<file path="config.mk">
export PLATFORM = sky130hd
export DESIGN_NAME = sorted_set_insert_remove_top_flat
export DESIGN_NICKNAME = d
export VERILOG_FILES = /design/src/sv/ssir_pkg.sv /design/src/sv/ssir_if.sv /design/src/sv/sorted_set_insert_remove_top.sv /design/src/sv/ssir_cell.sv /design/src/flat_wrapper.sv
export SDC_FILE = /design/constraint.sdc
export NUM_CORES = 2
export LEC_CHECK = 0
export ABC_AREA = 1
export BUFFER_PORTS_ARGS = -buffer_cell sky130_fd_sc_hd__buf_2
export CAP_MARGIN = 10
export CELL_PAD_IN_SITES_DETAIL_PLACEMENT = 0
export CELL_PAD_IN_SITES_GLOBAL_PLACEMENT = 2
export CORE_MARGIN = 5
export CORE_UTILIZATION = 41
export DETAILED_ROUTE_END_ITERATION = 6
export GPL_TIMING_DRIVEN = 0
export PLACE_DENSITY = 0.79
export SYNTH_ARGS = -nofsm -noshare
export SYNTH_HDL_FRONTEND = slang
export SYNTH_SLANG_ARGS = --single-unit
</file>
<file path="constraint.sdc">
create_clock -name clk_i -period 5.62 [get_ports clk_i]
set_input_delay 1.686 -clock clk_i [delete_from_list [all_inputs] [get_ports clk_i]]
set_output_delay 1.686 -clock clk_i [all_outputs]
set_load 0.05 [all_outputs]
</file>
<file path="src/sv/ssir_pkg.sv">
`timescale 1ns / 1ps
// ----------------------------------------------------------------------------
// Sorted set package
// Shared types, codes and defaults for the sorted set insert/remove block.
// ----------------------------------------------------------------------------
package ssir_pkg;

  // Default number of cells in the chain
  localparam int unsigned SsirCapacity = 16;

  localparam int unsigned ValueW  = 32;
  localparam int unsigned StatusW = 2;
  localparam int unsigned CountW  = 5;

  typedef logic signed [ValueW-1:0] ssir_value_t;
  typedef logic [StatusW-1:0]       ssir_status_t;
  typedef logic [CountW-1:0]        ssir_count_t;

  // Request command codes
  typedef enum logic {
    CMD_INSERT = 1'b0,
    CMD_REMOVE = 1'b1
  } ssir_cmd_e;

  // Response status codes
  localparam ssir_status_t STAT_DONE = 2'd0;
  localparam ssir_status_t STAT_MISS = 2'd1;
  localparam ssir_status_t STAT_FULL = 2'd2;

  typedef enum logic [1:0] {
    ST_IDLE,
    ST_CMP,
    ST_UPD
  } ssir_state_e;

  // Control broadcast from the sequencer to every cell
  typedef struct packed {
    logic compare;     // latch match / stop flags against the key
    logic update;      // apply the shift for the current command
    logic remove;      // command is a remove
    logic descending;  // current sort order
  } ssir_cell_ctrl_t;

endpackage

</file>
<file path="src/sv/ssir_if.sv">
`timescale 1ns / 1ps
// ----------------------------------------------------------------------------
// Sorted set channel interfaces
// Request and response channels with valid/ready handshake.
// ----------------------------------------------------------------------------
interface ssir_req_if;
  import ssir_pkg::*;

  logic        valid;
  logic        ready;
  ssir_cmd_e   cmd;
  ssir_value_t value;

  modport source (output valid, output cmd, output value, input ready);
  modport sink   (input valid, input cmd, input value, output ready);
endinterface

interface ssir_rsp_if;
  import ssir_pkg::*;

  logic         valid;
  logic         ready;
  ssir_status_t status;
  ssir_count_t  entry_count;

  modport source (output valid, output status, output entry_count, input ready);
  modport sink   (input valid, input status, input entry_count, output ready);
endinterface

</file>
<file path="src/sv/sorted_set_insert_remove_top.sv">
`timescale 1ns / 1ps
// ----------------------------------------------------------------------------
// Sorted set insert/remove top level
// Keeps a duplicate-free sorted set of signed 32-bit values in a cell chain.
// ----------------------------------------------------------------------------
// Each request passes through an accept step, a compare step in which every
// cell compares its slot against the value, and an update step in which the
// cells shift one place along the chain on success and the response register
// is loaded. The update step waits while the previous response has not been
// taken, and no new request is taken until it is done. Slots carry no reset
// and need no clearing pass: only slots below the entry count are ever read.
// Changing the order with values held does not reorder them.
module sorted_set_insert_remove_top #(
  parameter int unsigned CAPACITY = ssir_pkg::SsirCapacity
) (
  input  logic       clk_i,
  input  logic       rst_ni,
  input  logic       cfg_we_i,
  input  logic       cfg_wdata_i,
  ssir_req_if.sink   req_i,
  ssir_rsp_if.source rsp_o
);
  import ssir_pkg::*;

  localparam int unsigned CntW = $clog2(CAPACITY + 1);

  ssir_state_e     state_q, state_d;
  logic            desc_q;
  logic [CntW-1:0] count_q, count_d;
  ssir_cmd_e       cmd_q;
  ssir_value_t     key_q;
  logic            rsp_valid_q, rsp_valid_d;
  ssir_status_t    status_q, status_d;
  ssir_cell_ctrl_t cell_ctrl;
  logic            found;
  logic            full;
  logic            load_rsp;

  ssir_value_t       val_w [CAPACITY];
  logic [CAPACITY:0] ge_w;
  logic [CAPACITY:0] gone_w;
  logic [CAPACITY-1:0] occ_w;

  // Order register
  always_ff @(posedge clk_i or negedge rst_ni) begin
    if (!rst_ni) begin
      desc_q <= 1'b0;
    end else if (cfg_we_i) begin
      desc_q <= cfg_wdata_i;
    end
  end

  // Capture the request
  always_ff @(posedge clk_i) begin
    if (req_i.valid && req_i.ready) begin
      cmd_q <= req_i.cmd;
      key_q <= req_i.value;
    end
  end

  // Cell chain
  assign ge_w[0]   = 1'b0;
  assign gone_w[0] = 1'b0;

  for (genvar i = 0; i < CAPACITY; i++) begin : g_cell
    ssir_value_t left_val;
    ssir_value_t right_val;

    assign occ_w[i] = CntW'(i) < count_q;

    if (i == 0) begin : g_first
      assign left_val = '0;
    end else begin : g_mid_l
      assign left_val = val_w[i-1];
    end

    if (i == CAPACITY - 1) begin : g_last
      assign right_val = '0;
    end else begin : g_mid_r
      assign right_val = val_w[i+1];
    end

    ssir_cell u_cell (
      .clk_i      (clk_i),
      .ctrl_i     (cell_ctrl),
      .key_i      (key_q),
      .occ_i      (occ_w[i]),
      .left_val_i (left_val),
      .right_val_i(right_val),
      .ge_i       (ge_w[i]),
      .gone_i     (gone_w[i]),
      .ge_o       (ge_w[i+1]),
      .gone_o     (gone_w[i+1]),
      .val_o      (val_w[i])
    );
  end

  assign found = gone_w[CAPACITY];
  assign full  = (count_q == CntW'(CAPACITY));

  // Sequencer state
  always_ff @(posedge clk_i or negedge rst_ni) begin
    if (!rst_ni) begin
      state_q     <= ST_IDLE;
      count_q     <= '0;
      rsp_valid_q <= 1'b0;
    end else begin
      state_q     <= state_d;
      count_q     <= count_d;
      rsp_valid_q <= rsp_valid_d;
    end
  end

  // Response payload
  always_ff @(posedge clk_i) begin
    if (load_rsp) begin
      status_q <= status_d;
    end
  end

  // Next state, cell control and response
  always_comb begin
    state_d              = state_q;
    count_d              = count_q;
    status_d             = STAT_DONE;
    load_rsp             = 1'b0;
    rsp_valid_d          = rsp_valid_q & ~rsp_o.ready;
    cell_ctrl.compare    = 1'b0;
    cell_ctrl.update     = 1'b0;
    cell_ctrl.remove     = (cmd_q == CMD_REMOVE);
    cell_ctrl.descending = desc_q;

    unique case (state_q)
      ST_IDLE: begin
        if (req_i.valid) begin
          state_d = ST_CMP;
        end
      end
      ST_CMP: begin
        cell_ctrl.compare = 1'b1;
        state_d           = ST_UPD;
      end
      ST_UPD: begin
        if (!rsp_valid_q || rsp_o.ready) begin
          load_rsp    = 1'b1;
          rsp_valid_d = 1'b1;
          state_d     = ST_IDLE;
          if (cmd_q == CMD_REMOVE) begin
            if (found) begin
              cell_ctrl.update = 1'b1;
              count_d          = count_q - CntW'(1);
            end else begin
              status_d = STAT_MISS;
            end
          end else begin
            priority if (found) begin
              status_d = STAT_MISS;
            end else if (full) begin
              status_d = STAT_FULL;
            end else begin
              cell_ctrl.update = 1'b1;
              count_d          = count_q + CntW'(1);
            end
          end
        end
      end
      default: begin
        state_d = ST_IDLE;
      end
    endcase
  end

  assign req_i.ready       = (state_q == ST_IDLE);
  assign rsp_o.valid       = rsp_valid_q;
  assign rsp_o.status      = status_q;
  assign rsp_o.entry_count = CountW'(count_q);

  // Count stays within the chain
  assert property (@(posedge clk_i) disable iff (!rst_ni)
    count_q <= CntW'(CAPACITY))
    else $error("entry count above capacity");

  // An accepted insert always finds a place in the chain
  assert property (@(posedge clk_i) disable iff (!rst_ni)
    (cell_ctrl.update && !cell_ctrl.remove) |-> ge_w[CAPACITY])
    else $error("insert found no place in the chain");

  // A remove that matched only happens with entries held
  assert property (@(posedge clk_i) disable iff (!rst_ni)
    (cell_ctrl.update && cell_ctrl.remove) |-> (count_q != '0))
    else $error("remove matched in an empty set");

  // Every shift produces a response on the next cycle
  assert property (@(posedge clk_i) disable iff (!rst_ni)
    cell_ctrl.update |=> (rsp_valid_q && status_q == STAT_DONE))
    else $error("shift without a done response");

endmodule

</file>
<file path="src/sv/ssir_cell.sv">
`timescale 1ns / 1ps
// ----------------------------------------------------------------------------
// Sorted set cell
// Holds one slot, compares it against the broadcast key and shifts its value
// to or from a neighbor under the flags rippled along the chain.
// ----------------------------------------------------------------------------
module ssir_cell (
  input  logic                      clk_i,
  input  ssir_pkg::ssir_cell_ctrl_t ctrl_i,
  input  ssir_pkg::ssir_value_t     key_i,
  input  logic                      occ_i,
  input  ssir_pkg::ssir_value_t     left_val_i,
  input  ssir_pkg::ssir_value_t     right_val_i,
  input  logic                      ge_i,
  input  logic                      gone_i,
  output logic                      ge_o,
  output logic                      gone_o,
  output ssir_pkg::ssir_value_t     val_o
);
  import ssir_pkg::*;

  ssir_value_t val_q;
  logic        match_q;
  logic        stop_q;
  logic        precedes;

  // Held value comes before the key in the current order
  assign precedes = ctrl_i.descending ? (val_q > key_i) : (val_q < key_i);

  // Latch per-slot flags; a free slot always stops the insert search
  always_ff @(posedge clk_i) begin
    if (ctrl_i.compare) begin
      match_q <= occ_i & (val_q == key_i);
      stop_q  <= ~occ_i | ~precedes;
    end
  end

  // Ripple: insert point reached, matching slot passed
  assign ge_o   = ge_i | stop_q;
  assign gone_o = gone_i | match_q;

  // Shift right on insert, left on remove
  always_ff @(posedge clk_i) begin
    if (ctrl_i.update) begin
      if (ctrl_i.remove) begin
        if (gone_o) begin
          val_q <= right_val_i;
        end
      end else if (ge_i) begin
        val_q <= left_val_i;
      end else if (ge_o) begin
        val_q <= key_i;
      end
    end
  end

  assign val_o = val_q;

endmodule
</file>
<file path="src/flat_wrapper.sv">
// flat-port wrapper written by rule: the top's interface ports become plain ports
module sorted_set_insert_remove_top_flat import ssir_pkg::*;
#(
  parameter int unsigned CAPACITY = ssir_pkg::SsirCapacity
)
  (clk_i, rst_ni, cfg_we_i, cfg_wdata_i, req_i_valid, req_i_cmd, req_i_value, req_i_ready, rsp_o_valid, rsp_o_status, rsp_o_entry_count, rsp_o_ready);
  ssir_req_if req_i_i ();
  ssir_rsp_if rsp_o_i ();
  input  logic clk_i;
  input  logic rst_ni;
  input  logic cfg_we_i;
  input  logic cfg_wdata_i;
  input wire logic [$bits(req_i_i.valid)-1:0] req_i_valid;
  input wire logic [$bits(req_i_i.cmd)-1:0] req_i_cmd;
  input wire logic [$bits(req_i_i.value)-1:0] req_i_value;
  output wire logic [$bits(req_i_i.ready)-1:0] req_i_ready;
  output wire logic [$bits(rsp_o_i.valid)-1:0] rsp_o_valid;
  output wire logic [$bits(rsp_o_i.status)-1:0] rsp_o_status;
  output wire logic [$bits(rsp_o_i.entry_count)-1:0] rsp_o_entry_count;
  input wire logic [$bits(rsp_o_i.ready)-1:0] rsp_o_ready;
  assign req_i_i.valid = req_i_valid;
  assign req_i_i.cmd = req_i_cmd;
  assign req_i_i.value = req_i_value;
  assign req_i_ready = req_i_i.ready;
  assign rsp_o_valid = rsp_o_i.valid;
  assign rsp_o_status = rsp_o_i.status;
  assign rsp_o_entry_count = rsp_o_i.entry_count;
  assign rsp_o_i.ready = rsp_o_ready;
  sorted_set_insert_remove_top #(.CAPACITY(CAPACITY)) u_core (.clk_i(clk_i), .rst_ni(rst_ni), .cfg_we_i(cfg_we_i), .cfg_wdata_i(cfg_wdata_i), .req_i(req_i_i), .rsp_o(rsp_o_i));
endmodule
</file>
======== Word-level counts from Yosys, hierarchy flattened ========
Index checks and enable logic that the tools add are counted.
Widths: inputs -> output; s select.
word-level totals
  bits in latches ......................... 0
  memories kept ........................... 0
  ROM bits ................................ 0
  bits in writable memories ............... 0
  register bits ........................... 588
  bits of input ports ..................... 39
cells by class
  multiply operators ...................... 0
  $lt $le $gt $ge ......................... 48
  equality and inequality tests ........... 39
  bitwise logic cells ..................... 96
  reduce and logical (&&, ||, !) cells .... 39
  shifts and indexed selects .............. 0
  add/subtract/negate cells ............... 2
  div/mod/pow operators ................... 0
  mux-type cells .......................... 101
operators with widths
  operator             count
  $mux 32              63
  $eq 32x32->1         16
  $gt 32x32->1         16
  $lt 32x32->1         16
  $reduce_and 3->1     16
  $or 1x1->1           46
  $reduce_bool 3->1    15
  $lt 4x5->1 const A   8
  $ne 2x2->1 const B   17
  $not 1->1            33
  $mux 1               28
  $lt 3x5->1 const A   4
  $mux 5               4
  $and 1x1->1          17
  $lt 1x5->1 const A   2
  $lt 2x5->1 const A   2
  $mux 2               5
  $ne 2x1->1 const B   3
  $pmux 2 s3           1
  $add 5x1->5 const B  1
  $eq 5x5->1 const B   1
  $reduce_and 5->1     1
  $sub 5x1->5 const B  1
  $reduce_and 2->1     2
  other kinds (7)      7

======== Depth between registers and ports, before layout ========
  depth after elaboration ................. 20
  mapped depth ............................ 15

======== By module ========
Synthesis repeated with hierarchy kept, for this count alone.
unflattened totals
  cell total of the unflattened synthesis .. 5454
  area total of the unflattened synthesis .. 43266.5 sq um
by module, submodules not included
  module                        area each (sq um)  sequential area each (sq um)  instances  cells each
  ssir_cell                     2587.5             1021.0                        16         331
  sorted_set_insert_remove_top  1866.8             1276.2                        1          158

======== Worst setup path before layout ========
Ideal clock, no wire load.
  kind .................................... input to register
  from .................................... in rsp_o_ready
  to ...................................... reg u_core.g_cell[13].u_cell.val_q[0], enable pin
  arrival time ............................ 4295 ps
  library setup time ...................... 432 ps
  cell stages on the path ................. 7
  setup slack ............................. 894 ps
  path buffers ............................ 1
  data required time ...................... 5188 ps
  cell sequence ........................... nor2_1 > nor2_1 > o21ai_0 > inv_1 > nand3_1 > clkbuf_1 > a21oi_1
on the way
  word-level cells in the longest chain between the ends .. 4
ends and longest elaborated chain
  item                               RTL line                             RTL
  start, declared                    flat_wrapper.sv:20                   input wire logic [$bits(rsp_o_i.ready)-1:0] rsp_o_ready;
  $logic_or 1x1->1                   sorted_set_insert_remove_top.sv:144  if (!rsp_valid_q || rsp_o.ready) begin
  $mux 1                             sorted_set_insert_remove_top.sv:144
  $mux 1                             sorted_set_insert_remove_top.sv:133  unique case (state_q)
  $reduce_and 3->1 (no source line)  --
  end signal, assigned               ssir_cell.sv:47                      val_q <= right_val_i;
  end signal, assigned               ssir_cell.sv:50                      val_q <= left_val_i;
  end signal, assigned               ssir_cell.sv:52                      val_q <= key_i;
  end, declared                      ssir_cell.sv:22                      ssir_value_t val_q;
No other way between the ends.
A chain may end at the register's enable or synchronous reset.

======== Worst setup path in the final report ========
  from .................................... reg u_core.g_cell[1].u_cell.match_q
  to ...................................... reg u_core.g_cell[10].u_cell.val_q[26], enable pin
on the way
  word-level cells in the longest chain between the ends .. 20
ends and longest elaborated chain
  item                                 RTL line                                                                  RTL
  start, declared                      ssir_cell.sv:23                                                           logic match_q;
  start signal, assigned               ssir_cell.sv:33                                                           match_q <= occ_i & (val_q == key_i);
  $or 1x1->1 * (10 in series)          ssir_cell.sv:40                                                           assign gone_o = gone_i | match_q;
  $or 1x1->1 (5 in series)             ssir_cell.sv:40
  $mux 1, on equally long branches     sorted_set_insert_remove_top.sv:156, sorted_set_insert_remove_top.sv:149
  $mux 1                               sorted_set_insert_remove_top.sv:148                                       if (cmd_q == CMD_REMOVE) begin
  $mux 1                               sorted_set_insert_remove_top.sv:144
  $mux 1                               sorted_set_insert_remove_top.sv:133
  $reduce_and 3->1 (no source line) *  --
  end signal, assigned                 ssir_cell.sv:47
  end signal, assigned                 ssir_cell.sv:50
  end signal, assigned                 ssir_cell.sv:52
  end, declared                        ssir_cell.sv:22
Mark *: on every way between the ends. The rest lies on a longest branch, timed or not.

==> metrics <==
Final nets 5028; I/O pins 48; final hold vios 0; mapped cell area 38670 µm²; DRC errors left 0; Comb pwr share 29.1%; initial antenna violation count 2; Initial Util 41.37%; sw power 5.186 mW; Final GP Congestion 0.9030; largest net degree at the start of global routing 33; Worst-path clk slew 0.06 ns; Mean Syn Cell Area 8.932 µm²; cells after synthesis 4329; WL final 123600 µm; crit share post-route 92.60%; Post-CTS Resized 0; kind of critical path flop to flop; Worst setup EP type flop; TritonCTS buffer count 75; sequential power share 40.0%; most common cell after layout, fill and taps aside nand2_1; starting DRC count in detailed routing 2025; sequential share of the synthesized area 45.55%; Min Clock Period, post-route 5.204 ns; Rows 112; 1st-pass router iterations 5; CTS tree built; first-pass GRT wire length 186500 µm; Max-slew headroom 10.16%; CP Max Fanout 32; total grt overflow 0; standby leakage power 18.54 nW; Max clock buf depth 3; Least-Margin Pin Slew 1.348 ns; Port Buffers 47; Layout area overhead 12.13%; Die X-Extent 317.1 µm; number of H-tree levels 3; Yosys reg bits 588; Final Util 46.39%; wire per inst 21.37 µm; Peak Freq 192.2 MHz; Slew Limit Fails 0; vias post-DR 31300; most frequent cells in the layout nand2_1 (1215), edfxtp_1 (579), ha_1 (516); synthesis warning total 0; Int Pwr 9.487 mW; Setup WS pre-CTS 0.2729 ns; Final Worst Setup Slack 0.4160 ns; Worst EP arrival 5.46 ns; drt via density 5.411; RSZ-0062 raised after global routing false; die area 100600 µm²; pwr dens 338.4 nW/µm²; Final Setup Violations 0; vias in the first global route 31275; HP Class flop to flop; Req. time, crit path 5.88 ns; Sw Share 35.34%; fill cell count 9344; Total Routing Usage GR 24.51%; worst-skew pair later-pin latency 0.64 ns; # hold bufs at CTS 0; Root Buffer Master clkbuf_16; total of max-cap violations 0; CTS sink cnt 588; CP Launch Type flop; clock power share 30.9%; outcome complete, no violations; Placeable Area 93470 µm²; Post-DP HPWL 103300 µm; syn nets 4884; Worst Skew 0.02447 ns; layout cell share with drive strength beyond 1 4.394%; Worst VDD drop 255.2 µV; post-CTS setup buffers 0; ANT nets after route 0; die height 317.1 µm; Distinct cells, synth 39
through the flow:
stage	hold slack [ns]	instances	cell area, µm²	total power [mW]	setup TNS, ns
3_3_place_gp	0.4978	5630	40470	10.04	-412.42
3_5_place_dp	0.5202	5650	41120	10.22	0
2_1_floorplan	0.4731	4329	38670	8.660	0
6_report	0.5320	5784	43360	14.67	0
5_1_grt	0.5426	5783	43360	15.59	0
4_1_cts	0.5314	5783	43360	14.80	0
critical path: stages, from the launching register on:
cell,delay [ns]
edfxtp_1,0.40
nor2_1,0.26
nand4_1,0.20
nor2_1,0.25
nand4_1,0.19
nor2_1,0.29
nand4_1,0.23
nor2_1,0.21
nand3_1,0.13
nand2_1,0.33
nand3_1,0.73
clkbuf_2,0.67
nor2_4,0.90
state kept, by name, indices dropped and copies added (netlist names):
register	flops
u_core.rsp_o.valid	1
u_core.g_cell.u_cell.val_o	512
u_core.key_q	32
u_core.rsp_o.status	2
u_core.g_cell.u_cell.match_q	16
u_core.cmd_q	1
u_core.desc_q	1
u_core.state_q	2
u_core.g_cell.u_cell.stop_q	16
u_core.rsp_o.entry_count	5
power by group through the flow:
stage          logic (mW)  registers (mW)  clock network [mW]
6_report             4.27            5.87                4.54
5_1_grt              4.85            5.91                4.83
4_1_cts              4.29            5.86                4.65
3_5_place_dp         4.27            5.95                   0
3_3_place_gp         4.06            5.98                   0
2_1_floorplan        2.76            5.90                   0
layer usage:
| metal | global-route usage, % | routed length (µm) |
|---|---|---|
| met1 | 34.05 | 57310 |
| met2 | 41.30 | 57720 |
| met4 | 5.973 | 2803 |
| met5 | 0 | 0 |
| met3 | 2.841 | 5778 |
final timing paths:
path	endpoint	startpoint	cells past startpoint	slack, ns
setup / recovery	u_core.g_cell[10].u_cell.val_o[26]$_DFFE_PP_	u_core.g_cell[1].u_cell.match_q$_DFFE_PN_	12	0.42
hold / removal	u_core.state_q[0]$_DFFE_PN0P_	u_core.state_q[0]$_DFFE_PN0P_	1	0.53
setup reg to reg	u_core.g_cell[10].u_cell.val_o[26]$_DFFE_PP_	u_core.g_cell[1].u_cell.match_q$_DFFE_PN_	12	0.42
hold reg to reg	u_core.state_q[0]$_DFFE_PN0P_	u_core.state_q[0]$_DFFE_PN0P_	1	0.53
max in group asynchronous	u_core.rsp_o.entry_count[2]$_DFFE_PN0P_	rst_ni	1	4.41
min in group asynchronous	u_core.rsp_o.entry_count[4]$_DFFE_PN0P_	rst_ni	1	0.94
synthesized netlist by cell type, drive strengths merged:
| master | instances | area [µm²] |
|---|---|---|
| a211o | 4 | 35.03 |
| inv | 319 | 1197 |
| xor2 | 2 | 17.52 |
| o31ai | 3 | 22.52 |
| ha | 516 | 6456 |
| o211ai | 28 | 210.2 |
| nand3 | 120 | 600.6 |
| clkbuf | 179 | 671.9 |
| buf | 18 | 75.07 |
| nor3 | 19 | 106.4 |
| nor4b | 6 | 52.55 |
| o21a | 16 | 120.1 |
| and2 | 1 | 6.260 |
| nand4 | 55 | 356.6 |
| a211oi | 8 | 60.06 |
| nor3b | 10 | 75.07 |
| nor2 | 234 | 918.4 |
| a21oi | 224 | 1121 |
| nand2 | 1217 | 4578 |
| a32oi | 1 | 8.760 |
| a31o | 2 | 17.52 |
| o211a | 1 | 10.01 |
| edfxtp | 579 | 17390 |
| nor4 | 29 | 181.4 |
| o21ai | 342 | 1712 |
| dfrtp | 9 | 225.2 |
| o22ai | 351 | 2196 |
| nand3b | 16 | 120.1 |
| o21bai | 4 | 30.03 |
| a31oi | 16 | 100.1 |
layout make-up:
cell class	count	area [µm²]	area share, %
Antenna cell	1	2.502	0.005771
Buffer	197	748.2	1.726
Clock buffer	105	2105	4.854
Clock inverter	28	133.9	0.3088
Inverter	319	1197	2.762
Multi-Input combinational cell	3225	19280	44.47
Sequential cell	588	17610	40.62
Tap cell	1254	1569	3.619
Timing Repair Buffer	67	709.4	1.636
cell families (layout without fill, tap and decap cells):
| logic type | after synthesis | after routing | share of synthesized area (%) |
|---|---|---|---|
| DFF | 588 | 588 | 45.55 |
| AOI/OAI and AO/OA | 1000 | 1000 | 14.59 |
| other | 0 | 1 | 0 |
| buffers and inverters | 516 | 716 | 5.028 |
| xor gates and xnor gates | 2 | 2 | 0.04531 |
| and+or+nand+nor | 1707 | 1707 | 18.09 |
| adders and majority gates | 516 | 516 | 16.70 |
No activity file was read; power rests on OpenSTA's default activity.
